$ cat src/pps_pkg.sv
// shared types and constants for the preemptive priority scheduler
// no dependencies

package pps_pkg;

	localparam int MAX_TASKS = 16;
	localparam int SLOT_W    = (MAX_TASKS > 1) ? $clog2(MAX_TASKS) : 1;
	localparam int TIME_W    = 20;
	localparam logic [TIME_W-1:0] TIME_MAX = {TIME_W{1'b1}};

	localparam logic ACT_LOAD = 1'b0;
	localparam logic ACT_TICK = 1'b1;

	typedef struct packed {
		logic        action;
		logic [3:0]  slot;
		logic [15:0] arrival;
		logic [15:0] burst;
		logic [7:0]  prio;
	} pps_in_t;

	typedef struct packed {
		logic              ran_valid;
		logic [3:0]        ran_slot;
		logic              finished;
		logic [TIME_W-1:0] finish_time;
		logic              all_done;
	} pps_out_t;

	// one task table row as held in the memory
	typedef struct packed {
		logic [15:0] arrival;
		logic [7:0]  prio;
		logic [15:0] remaining;
	} pps_entry_t;

	// controls for the selection unit
	typedef struct packed {
		logic              clear;
		logic              cand_valid;
		logic [SLOT_W-1:0] cand_idx;
	} pps_pick_ctl_t;

	// running best candidate
	typedef struct packed {
		logic              found;
		logic [SLOT_W-1:0] idx;
		logic [15:0]       arrival;
		logic [7:0]        prio;
		logic [15:0]       remaining;
	} pps_best_t;

endpackage

$ cat src/pps_pick.sv
// selection unit: compares one table row per cycle against the best so far
// depends on pps_pkg

module pps_pick import pps_pkg::*; (
	input  logic              clk,
	input  logic              arst_n,
	input  pps_pick_ctl_t     ctl,
	input  pps_entry_t        cand,
	input  logic [TIME_W-1:0] now,
	output pps_best_t         best_nxt
);

	logic      found_q;
	pps_best_t best_q;
	logic      eligible;
	logic      better;

	// task must have arrived by now
	assign eligible = ctl.cand_valid && ({{(TIME_W-16){1'b0}}, cand.arrival} <= now);

	// lower priority number wins, then earlier arrival; later slots lose ties
	assign better = !found_q || (cand.prio < best_q.prio) ||
		((cand.prio == best_q.prio) && (cand.arrival < best_q.arrival));

	always_comb begin
		best_nxt       = best_q;
		best_nxt.found = found_q;
		if (eligible && better) begin
			best_nxt.found     = 1'b1;
			best_nxt.idx       = ctl.cand_idx;
			best_nxt.arrival   = cand.arrival;
			best_nxt.prio      = cand.prio;
			best_nxt.remaining = cand.remaining;
		end
	end

	always_ff @(posedge clk or negedge arst_n) begin
		if (!arst_n) begin
			found_q <= 1'b0;
		end else if (ctl.clear) begin
			found_q <= 1'b0;
		end else begin
			found_q <= best_nxt.found;
		end
	end

	always_ff @(posedge clk) begin
		best_q <= best_nxt;
	end

endmodule

$ cat src/preemptive_priority_scheduler.sv
// a load gives its result in the cycle after the transfer, and busy stays low
// a tick steps through the scan and last states and commits in the last; busy stays high until the commit
// throughput: one load per cycle while idle, ticks one at a time: the single memory read port
//   visits one task slot per cycle, the last state commits, and idle takes the next transfer
// reset: active flags and time cleared at once, no clearing pass; results cannot be held off
// depends on pps_pkg and pps_pick

module preemptive_priority_scheduler import pps_pkg::*; (
	input  logic     clk,
	input  logic     arst_n,
	input  logic     start,
	output logic     busy,
	input  pps_in_t  cmd,
	output logic     done,
	output pps_out_t result
);

	// sequencer codes
	localparam logic [1:0] ST_IDLE = 2'd0;
	localparam logic [1:0] ST_SCAN = 2'd1;
	localparam logic [1:0] ST_LAST = 2'd2;

	localparam logic [SLOT_W-1:0] LAST_IDX = SLOT_W'(MAX_TASKS - 1);

	logic [1:0]           state_q;
	logic [SLOT_W-1:0]    idx_q;
	logic                 vld_s1;
	logic [SLOT_W-1:0]    idx_s1;
	logic [MAX_TASKS-1:0] active_q;
	logic [MAX_TASKS-1:0] active_d;
	logic [TIME_W-1:0]    time_q;
	logic [TIME_W-1:0]    time_inc;

	// task table memory, one row per slot, registered read
	pps_entry_t mem_q [MAX_TASKS];
	pps_entry_t rd_q;
	logic              mem_we;
	logic [SLOT_W-1:0] mem_wa;
	pps_entry_t        mem_wd;

	logic          acc;
	logic          load_acc;
	logic          tick_acc;
	logic          load_ok;
	logic [SLOT_W-1:0] load_idx;
	pps_pick_ctl_t pick_ctl;
	pps_best_t     best;
	logic          commit;
	logic [15:0]   rem_dec;
	logic          fin;

	logic     done_q;
	pps_out_t result_q;

	assign busy     = (state_q != ST_IDLE);
	assign acc      = start && !busy;
	assign load_acc = acc && (cmd.action == ACT_LOAD);
	assign tick_acc = acc && (cmd.action == ACT_TICK);

	// loads past the table are dropped
	assign load_ok  = ({28'd0, cmd.slot} < 32'(MAX_TASKS));
	assign load_idx = SLOT_W'(cmd.slot);

	// saturating time step
	assign time_inc = (time_q == TIME_MAX) ? TIME_MAX : time_q + TIME_W'(1);

	// selection unit sees each row the cycle after its read
	always_comb begin
		pick_ctl.clear      = tick_acc;
		pick_ctl.cand_valid = vld_s1 && active_q[idx_s1];
		pick_ctl.cand_idx   = idx_s1;
	end

	pps_pick u_pick (
		.clk      (clk),
		.arst_n   (arst_n),
		.ctl      (pick_ctl),
		.cand     (rd_q),
		.now      (time_q),
		.best_nxt (best)
	);

	// final compare and write-back share the last cycle
	assign commit  = (state_q == ST_LAST);
	assign rem_dec = best.remaining - 16'd1;
	assign fin     = best.found && (rem_dec == 16'd0);

	// one write port: a load at its transfer, or the chosen row at commit;
	// busy keeps the two apart so no read overlaps a write
	always_comb begin
		mem_we = 1'b0;
		mem_wa = load_idx;
		mem_wd = '{arrival: cmd.arrival, prio: cmd.prio, remaining: cmd.burst};
		if (commit) begin
			mem_we = best.found;
			mem_wa = best.idx;
			mem_wd = '{arrival: best.arrival, prio: best.prio, remaining: rem_dec};
		end else if (load_acc) begin
			mem_we = load_ok;
		end
	end

	always_ff @(posedge clk) begin
		if (mem_we) begin
			mem_q[mem_wa] <= mem_wd;
		end
		if (state_q == ST_SCAN) begin
			rd_q <= mem_q[idx_q];
		end
	end

	// active flags after this cycle, for all_done
	always_comb begin
		active_d = active_q;
		if (load_acc && load_ok) begin
			active_d[load_idx] = (cmd.burst != 16'd0);
		end else if (commit && fin) begin
			active_d[best.idx] = 1'b0;
		end
	end

	always_ff @(posedge clk or negedge arst_n) begin
		if (!arst_n) begin
			state_q  <= ST_IDLE;
			idx_q    <= '0;
			vld_s1   <= 1'b0;
			idx_s1   <= '0;
			active_q <= '0;
			time_q   <= '0;
			done_q   <= 1'b0;
		end else begin
			active_q <= active_d;
			vld_s1   <= (state_q == ST_SCAN);
			idx_s1   <= idx_q;
			done_q   <= load_acc || commit;
			unique case (state_q)
				ST_IDLE: begin
					if (tick_acc) begin
						state_q <= ST_SCAN;
						idx_q   <= '0;
					end
				end
				ST_SCAN: begin
					if (idx_q == LAST_IDX) begin
						state_q <= ST_LAST;
					end else begin
						idx_q <= idx_q + SLOT_W'(1);
					end
				end
				ST_LAST: begin
					state_q <= ST_IDLE;
					time_q  <= time_inc;
				end
				default: begin
					state_q <= ST_IDLE;
				end
			endcase
		end
	end

	// result register, payload only
	always_ff @(posedge clk) begin
		result_q.ran_valid   <= commit && best.found;
		result_q.ran_slot    <= (commit && best.found) ? 4'(best.idx) : 4'd0;
		result_q.finished    <= commit && fin;
		result_q.finish_time <= (commit && fin) ? time_inc : '0;
		result_q.all_done    <= (active_d == '0);
	end

	assign done   = done_q;
	assign result = result_q;

endmodule

$ cat config.mk
export PLATFORM = sky130hd
export DESIGN_NAME = preemptive_priority_scheduler
export DESIGN_NICKNAME = d
export VERILOG_FILES = /design/src/pps_pkg.sv /design/src/pps_pick.sv /design/src/preemptive_priority_scheduler.sv
export SDC_FILE = /design/constraint.sdc
export NUM_CORES = 1
export LEC_CHECK = 0
export ABC_AREA = 1
export BUFFER_PORTS_ARGS = -buffer_cell sky130_fd_sc_hd__buf_4
export CORE_MARGIN = 2
export CORE_UTILIZATION = 25
export DETAILED_ROUTE_END_ITERATION = 16
export PLACE_DENSITY_LB_ADDON = 0.25
export SYNTH_ARGS = -nofsm -noshare
export SYNTH_HDL_FRONTEND = slang
export SYNTH_HIERARCHICAL = 1
export SYNTH_SLANG_ARGS = --single-unit
export TNS_END_PERCENT = 10
$ cat constraint.sdc
create_clock -name clk -period 7.75 [get_ports clk]
set_clock_uncertainty 0.2 [all_clocks]
set_input_delay 0.775 -clock clk [delete_from_list [all_inputs] [get_ports clk]]
set_output_delay 0.775 -clock clk [all_outputs]
set_load 0.02 [all_outputs]
==> results_dict.tcl, run 1 <==
set metrics [dict create \
    status "complete, no violations" \
    dp_hpwl_um 58520 \
    seq_area_frac_synth_pct 69.37 \
    place_inst 4660 \
    cp.required_ns 7.83 \
    powerDensity_mw_per_mm2 354.5 \
    worstSetupEndpointType "flop" \
    synth.avg_cell_area_um2 11.36 \
    overflow 0 \
    cp-endpoint "mem_q[9][26]$_DFFE_PP_" \
    clkTransAtPathRegs_ns 0.06 \
    clockRootBuffer "clkbuf_16" \
    startpoint "rd_q[39]$_DFFE_PP_" \
    netlist_area_mm2 0.03325 \
    grt_usage_pct 14.24 \
    rr_worst_depth 15 \
    final-setup-viol-count 0 \
    max_slew_margin_pct 23.19 \
    drc 0 \
    cts_htree_levels 3 \
    viasPerCell 4.632 \
    rr_endpoint "mem_q[9][26]$_DFFE_PP_" \
    arrival_ns 5.43 \
    power_frac_seq_pct 39.3 \
    dp_slack_ns 2.304 \
    ys.warnings.count 6 \
    rsz0062_at_grt "false" \
    synth_nets 3017 \
    gp_congestion 0.8283 \
    clk_latency_ns 0.64 \
    period_minus_slack_ns 5.347 \
    final_cell_mix "edfxtp_1, nand2_1, nor2_1" \
    yosys_register_bits 800 \
    antenna_found_initial 11 \
    final_cell_area_mm2 0.03869 \
    synthAdderAreaFrac_pct 1.618 \
    synth_compound_area_share_pct 9.799 \
    clock.fmax_ghz 0.1870 \
    ios 77 \
    synthSimpleGateAreaFrac_pct 14.85 \
    p_sw_mw 5.169 \
    pwr-share-clk_pct 28.8 \
    dr.pass1.iters 5 \
    grt_pass1_wl_um 145700 \
    holdWs_ns 0.2724 \
    worstSetupPathType "reg -> reg" \
    slew_viol_final 0 \
    wl_per_cell_um 20.37 \
    cts_tree "built" \
    clk_path_buf_depth 3 \
    place_area_mm2 0.03599 \
    numCtsBuffers 86 \
    antenna_left 0 \
    synth_area_leader_cell "edfxtp_1" \
    dieArea_mm2 0.1359 \
    power.share.combinational_pct 31.9 \
    post-route-util_pct 29.35 \
    design_power_total_mw 13.72 \
    wl_um 98110 \
    synth_top_family_by_area "simple AND/OR/NAND/NOR gates" \
    ys_top_cells_by_area "edfxtp_1, nand2_1, dfxtp_1" \
    fill_cells 13610 \
    power.internal_mw 8.547 \
    worst-r2r-setup-slack_ns 2.40 \
    yosysTopAreaCellShare_pct 61.41 \
    drive_above_1_share_pct 10.16 \
    core_mm2 0.1318 \
    hold_path_class "reg -> reg" \
    muxShareOfSynthArea_pct 0 \
    start_util_pct 25.23 \
    clock_sinks 800 \
    instances_no_fill 4817 \
    fin_tns_setup_ns 0 \
    finalHoldViolCount 0 \
    syn_inst 2926 \
    num_vias 22313 \
    p_sw_share_pct 37.69 \
    timing.final.ws_setup_ns 2.403 \
    leakage_nw 13.70 \
    worst_pin_slew_ns 1.149 \
    r2r-start "rd_q[39]$_DFFE_PP_" \
    grt_max_degree 183 \
    die_h_um 368.7 \
    fin_nets 3085 \
    min_period_over_period_pct 68.99 \
    worstPathMaxFanout 44 \
    rows 133 \
    synthToLayoutAreaGrowth_pct 16.35 \
    ir_drop_mv 0.2593 \
    drtIter0Drc 2108 \
    synth.distinct_cells 48 \
    startpoint_type "flop" \
    drv_cap 0 \
    grt_pass1_vias 21594 \
    port_buffers 76 \
    die_x_um 368.7 \
    yosys.area_share.xor_xnor_pct 0.3650 \
    final_common_cell "edfxtp_1" \
    cts_resized 0 \
    hp-start "u_pick/best_q[31]$_DFF_P_" \
]
-- how the worst min path moves through the flow --
stage / to / cells past startpoint
global route: u_pick/best_q[0]$_DFF_P_ / 2
CTS: u_pick/best_q[36]$_DFF_P_ / 2
floorplan: idx_s1[3]$_DFF_PN0_ / 0
finish: u_pick/best_q[31]$_DFF_P_ / 2
global placement: u_pick/best_q[35]$_DFF_P_ / 2
detailed placement: u_pick/best_q[33]$_DFF_P_ / 2
-- kinds of logic after synthesis --
kind of cell             Yosys count
AO/OA/AOI/OAI                    557
XOR/XNOR                          13
AND/OR/NAND/NOR                 1177
flip-flops                       800
adder cells (fa/ha/maj)           43
buffers and inverters            336
-- state kept, by name, indices dropped and copies added (netlist names) --
register	count
mem_q	640
rd_q	40
state_q	2
time_q	20
u_pick/found_q	1
result	27
idx_s1	4
idx_q	4
u_pick/best_q	44
done	1
active_q	16
vld_s1	1
-- synth_stat cells, drive strengths merged --
master and count:
inv 178, o22ai 47, ha 43, o21bai 4
clkbuf 134, o211ai 10, o221ai 33, a21oi 126
nand3 175, nand3b 4, nor3 14, and2 1
nor2 320, xnor2 3, or2 1, o21ai 265
buf 21, dfxtp 71, o21a 2, clkinv 3
nand2 613, nand4 44, xor2 10, edfxtp 680
a31oi 4, dfrtp 49, a21boi 17, a221oi 47
a21o 2, nor4 5
-- timing repair --
item	in CTS	in global routing
endpoints found under the setup margin	0	0
setup buffers	0	0
hold buffers	1	0
endpoints found under the hold margin	40	0
-- per-layer routing --
layer  wire length (um)  vias to the layer above  GRT usage, %
met5                 57                        -             0
met4               2061                        8         3.878
met3               5405                      119         2.215
met2              44320                      608         22.22
met1              46270                    11070         20.43
li1                   -                    10508             -
-- power by group through the flow --
stage                     clock [mW]  combinational (mW)  sequential [mW]
after floorplan                    0                2.90             5.32
after global placement             0                4.38             5.48
after detailed placement           0                4.38             5.48
after CTS                       4.05                4.40             5.40
after global routing            4.21                4.88             5.43
final                           3.95                4.37             5.39
-- final cells by class --
| class | count | area, um^2 | area share [%] |
|---|---|---|---|
| Timing Repair Buffer | 135 | 1028 | 2.659 |
| Clock inverter | 33 | 224.0 | 0.5789 |
| Clock buffer | 121 | 2454 | 6.342 |
| Antenna cell | 2 | 5.005 | 0.01294 |
| Sequential cell | 800 | 23080 | 59.65 |
| Tap cell | 1755 | 2196 | 5.676 |
| Inverter | 181 | 689.4 | 1.782 |
| Multi-Input combinational cell | 1790 | 9012 | 23.30 |
-- critical path: stages, from the launching register on --
cell      delay [ns]
edfxtp_1        0.43
ha_1            0.35
nand2_1         0.08
nand3_1         0.06
nor3_1          0.15
nand3_1         0.11
nor2_1          0.11
nand2_1         0.06
nand2_2         0.44
nand2_4         0.44
nand2_1         0.16
nand2_1         0.14
o21ai_0         0.40
nand3_1         0.39
nor2_4          0.84
buf_4           0.56
(Power assumes the default switching activity.)
==> inputs of run 2 (changes only) <==
- clock period: 7.75 -> 5.1 ns (I/O delays scaled with it)
==> results_dict.tcl, run 2 (same netlist as run 1, synthesis figures left out) <==
set metrics [dict create \
    core_mm2 0.1318 \
    wl_per_cell_um 20.76 \
    startpoint_type "flop" \
    leakage_nw 13.91 \
    fin_tns_setup_ns 0 \
    arrival_ns 4.88 \
    grt_pass1_vias 21870 \
    drtIter0Drc 2019 \
    port_buffers 76 \
    worstSetupPathType "reg -> reg" \
    die_h_um 368.7 \
    clk_path_buf_depth 3 \
    slew_viol_final 0 \
    cts_tree "built" \
    start_util_pct 25.23 \
    wl_um 100500 \
    seq_area_mm2 0.02308 \
    clkTransAtPathRegs_ns 0.06 \
    grt_pass1_wl_um 148400 \
    gp_congestion 0.8192 \
    drive_above_1_share_pct 11.02 \
    die_x_um 368.7 \
    final_cell_mix "edfxtp_1, nand2_1, nor2_1" \
    drv_cap 0 \
    drc 0 \
    dr.pass1.iters 5 \
    grt_usage_pct 14.57 \
    worstPathMaxFanout 36 \
    period_minus_slack_ns 4.801 \
    largest_reg_flops 640 \
    min_period_over_period_pct 94.14 \
    route.top_layer_used "met4" \
    cp.required_ns 5.18 \
    final-setup-viol-count 0 \
    dr_wl_met2_um 46430 \
    cts_htree_levels 3 \
    wl_met1_um 47040 \
    powerDensity_mw_per_mm2 537.4 \
    wl_met3_um 5046 \
    max_slew_margin_pct 24.23 \
    hold_path_class "in -> reg" \
    viasPerCell 4.655 \
    clockRootBuffer "clkbuf_16" \
    worst_pin_slew_ns 1.128 \
    fin_nets 3111 \
    antenna_left 0 \
    grt_max_degree 136 \
    synthToLayoutAreaGrowth_pct 17.66 \
    multi_input_area_mm2 0.009001 \
    antenna_found_initial 4 \
    status "complete, no violations" \
    final_common_cell "edfxtp_1" \
    regMostFlops "mem_q" \
    fill_cells 13504 \
    ios 77 \
    finalHoldViolCount 0 \
    num_vias 22540 \
    post-route-util_pct 29.68 \
    reg_top3 "mem_q (640), u_pick/best_q (44), rd_q (40)" \
    clk_latency_ns 0.65 \
    dieArea_mm2 0.1359 \
    clock_sinks 800 \
    numCtsBuffers 84 \
    ir_drop_mv 0.4018 \
    worstSetupEndpointType "flop" \
    overflow 0 \
    dp_hpwl_um 59360 \
    rows 133 \
    clock.fmax_ghz 0.2083 \
]
-- run 2: per-stage QoR --
step / hold slack, ns / cell area (um^2) / setup slack [ns] / instances / power [mW]
2_1_floorplan: 0.01441 / 33250 / 0.4414 / 2926 / 12.50
3_3_place_gp: 0.2522 / 36340 / 0.2484 / 4681 / 15.06
3_5_place_dp: 0.2603 / 36340 / 0.2103 / 4681 / 15.04
4_1_cts: 0.09115 / 39040 / 0.1755 / 4833 / 21.14
5_1_grt: 0.1504 / 39120 / -0.002704 / 4841 / 22.22
6_report: 0.1432 / 39120 / 0.2986 / 4842 / 21.03
-- run 2: layer usage --
layer / vias to the layer above / GRT usage (%)
li1: 10561 / -
met3: 115 / 2.059
met1: 11307 / 20.62
met4: 0 / 4.066
met2: 557 / 23.20
met5: - / 0
-- run 2: area by class of cell --
class                   instances  share of cell area [%]
multi-input cells            1790                   23.01
well taps                    1755                   5.613
inverters                     181                   1.762
repair buffers                163                   3.742
flip-flops and latches        800                   58.99
clock buffers                 115                   6.070
clock inverters                36                  0.7996
diodes                          2                 0.01279
-- run 2: where the power goes --
group	internal, mW	switching [mW]
registers	7.76	0.463
logic	1.88	4.86
clock network	3.51	2.55
total	13.1	7.88
-- run 2: worst paths after layout --
kind	from	to	slack, ns	depth (start not counted)
min in group asynchronous	arst_n	time_q[9]$_DFFE_PN0P_	0.26	2
max	rd_q[39]$_DFFE_PP_	mem_q[11][29]$_DFFE_PP_	0.30	16
max reg2reg	rd_q[39]$_DFFE_PP_	mem_q[11][29]$_DFFE_PP_	0.30	16
min	cmd[44]	state_q[0]$_DFFE_PN0P_	0.14	3
min reg2reg	u_pick/best_q[21]$_DFF_P_	u_pick/best_q[21]$_DFF_P_	0.28	2
max in group asynchronous	arst_n	idx_q[0]$_DFFE_PN0P_	3.87	2
-- run 2: timing repair --
action                                  in CTS  in global routing
hold endpoints to repair                    49                  0
hold buffers                                 1                  0
setup buffers                                0                  6
endpoints found under the setup margin       0                  1
resized for setup                            0                  1
-- run 2: critical path, stage by stage (launching register included) --
cell	delay (ns)
edfxtp_1	0.44
ha_1	0.36
nand2_1	0.17
nand3_1	0.09
nor3_1	0.23
nand3_1	0.16
nor2_1	0.12
nand2_1	0.07
nand2_2	0.23
buf_4	0.50
nand3_1	0.14
nand2_1	0.19
o21ai_0	0.30
inv_1	0.16
nand3_1	0.34
nor2_4	0.23
buf_4	0.46
==> inputs of run 3 (changes only) <==
- PLACE_DENSITY_LB_ADDON: 0.25 -> 0.05
==> results_dict.tcl, run 3 (same netlist as run 1, synthesis figures left out) <==
set metrics [dict create \
    synthToLayoutAreaGrowth_pct 19.64 \
    final-setup-viol-count 0 \
    antenna_left 0 \
    arrival_ns 4.84 \
    port_buffers 76 \
    rows 133 \
    status "complete, no violations" \
    drv_cap 0 \
    ir_drop_mv 0.3027 \
    cts_htree_levels 3 \
    overflow 0 \
    gp_congestion 0.8023 \
    leakage_nw 14.21 \
    drc 0 \
    max_slew_margin_pct 17.38 \
    wl_um 115300 \
    post-route-util_pct 30.18 \
    startpoint_type "flop" \
    drtIter0Drc 1741 \
    power.internal_mw 14.01 \
    numCtsBuffers 95 \
    clockRootBuffer "clkbuf_16" \
    dp_slack_ns -0.1119 \
    power.share.combinational_pct 31.6 \
    worst-r2r-setup-slack_ns 0.39 \
    grt_max_degree 112 \
    largest_reg_flops 640 \
    holdPathStages 3 \
    power_frac_seq_pct 36.7 \
    clkTransAtPathRegs_ns 0.06 \
    dp_hpwl_um 66410 \
    antenna_found_initial 4 \
    ios 77 \
    hold_path_class "in -> reg" \
    num_vias 22855 \
    start_util_pct 25.23 \
    clk_path_buf_depth 3 \
    fill_cells 13400 \
    worstSetupPathType "reg -> reg" \
    min_period_over_period_pct 92.30 \
    pwr-share-clk_pct 31.7 \
    die_h_um 368.7 \
    final_cell_mix "edfxtp_1, nand2_1, nor2_1" \
    clk_latency_ns 0.70 \
    r2r-start "idx_s1[0]$_DFF_PN0_" \
    cp.required_ns 5.23 \
    slew_viol_final 0 \
    die_x_um 368.7 \
    clock_sinks 800 \
    grt_usage_pct 16.75 \
    grt_pass1_vias 22397 \
    instances_no_fill 4867 \
    core_mm2 0.1318 \
    final_common_cell "edfxtp_1" \
    clock.fmax_ghz 0.2124 \
    regMostFlops "mem_q" \
    viasPerCell 4.696 \
    p_sw_share_pct 37.63 \
    cts_tree "built" \
    worstSetupEndpointType "flop" \
    finalHoldViolCount 0 \
    fin_nets 3121 \
    holdWs_ns 0.06930 \
    grt_pass1_wl_um 164000 \
    dr.pass1.iters 5 \
    p_sw_mw 8.453 \
    worstPathMaxFanout 27 \
    dieArea_mm2 0.1359 \
    timing.final.ws_setup_ns 0.3928 \
    wl_per_cell_um 23.70 \
    drive_above_1_share_pct 11.83 \
    reg_top3 "mem_q (640), u_pick/best_q (44), rd_q (40)" \
    hp-start "start" \
    powerDensity_mw_per_mm2 564.7 \
    min_to "state_q[0]$_DFFE_PN0P_" \
    worst_pin_slew_ns 1.230 \
    place_inst 4681 \
    rr_worst_depth 14 \
    rr_endpoint "mem_q[10][33]$_DFFE_PP_" \
    period_minus_slack_ns 4.707 \
]
==> run 3: cell types whose count changed in the layout (fill, tap and decap cells not counted), sizes merged <==
cell      delta
diode        -1
buf          -1
bufinv      +10
clkinvlp     +1
clkinv      +13
clkbuf       +6
inv          -3
==> run 3: stage by stage <==
step / power, mW / area (um^2) / setup TNS (ns)
floorplan: 12.50 / 33250 / 0
global placement: 15.54 / 36450 / -1.524
detailed placement: 15.54 / 36450 / -2.880
CTS: 22.77 / 39700 / 0
global route: 23.77 / 39780 / -0.04024
finish: 22.46 / 39780 / 0
==> run 3: worst max-delay path by stage <==
stage	slack, ns	cells past startpoint	to	startpoint
floorplan	0.44	14	mem_q[0][0]$_DFFE_PP_	time_q[9]$_DFFE_PN0P_
global route	-0.04	27	result[0]$_DFF_P_	idx_s1[0]$_DFF_PN0_
global placement	-0.11	23	result[0]$_DFF_P_	idx_s1[0]$_DFF_PN0_
CTS	0.02	26	result[0]$_DFF_P_	idx_s1[0]$_DFF_PN0_
detailed placement	-0.11	26	result[0]$_DFF_P_	idx_s1[0]$_DFF_PN0_
finish	0.39	14	mem_q[10][33]$_DFFE_PP_	idx_s1[0]$_DFF_PN0_
==> run 3: repair_timing <==
action | in CTS | in global routing
pin swaps | 0 | 2
buffers inserted | 0 | 6
hold endpoints to repair | 49 | 0
hold buffers | 1 | 0
resized for setup | 1 | 1
setup endpoints to repair | 194 | 425
cloned | 0 | 0
==> run 3: per-layer routing <==
| layer | share of wire [%] | GRT usage, % | wire [um] |
|---|---|---|---|
| met1 | 47 | 23.17 | 54310 |
| met2 | 47 | 27.24 | 53680 |
| met3 | 4.4 | 2.458 | 5044 |
| met4 | 2.0 | 4.694 | 2295 |
| met5 | 0 | 0 | 0 |
==> run 3: power by group through the flow <==
stage          combinational [mW]  clock [mW]  sequential, mW
2_1_floorplan                4.41           0            8.09
3_3_place_gp                 7.15           0            8.39
3_5_place_dp                 7.15           0            8.39
4_1_cts                      7.17        7.34            8.26
5_1_grt                      7.89        7.58            8.30
6_report                     7.11        7.11            8.25
==> run 3: cell type report <==
class	instances	area [um^2]	share of cell area, %
flip-flops and latches	800	23080	58.01
multi-input cells	1790	9014	22.66
clock buffers	121	2579	6.482
well taps	1755	2196	5.520
diodes	1	2.502	0.006290
repair buffers	162	1556	3.913
inverters	181	694.4	1.746
clock inverters	57	663.1	1.667
==> run 3: critical path, stage by stage, from the launching register on <==
cell      delay (ns)
dfrtp_1         0.65
o21ai_0         0.19
o211ai_1        0.20
o211ai_1        0.18
a21boi_1        0.28
inv_1           0.12
a21oi_4         0.25
nand2_4         0.20
buf_4           0.32
nand2_1         0.11
nand2_1         0.13
o21ai_0         0.39
nand3_1         0.41
nor2_4          0.25
buf_4           0.40
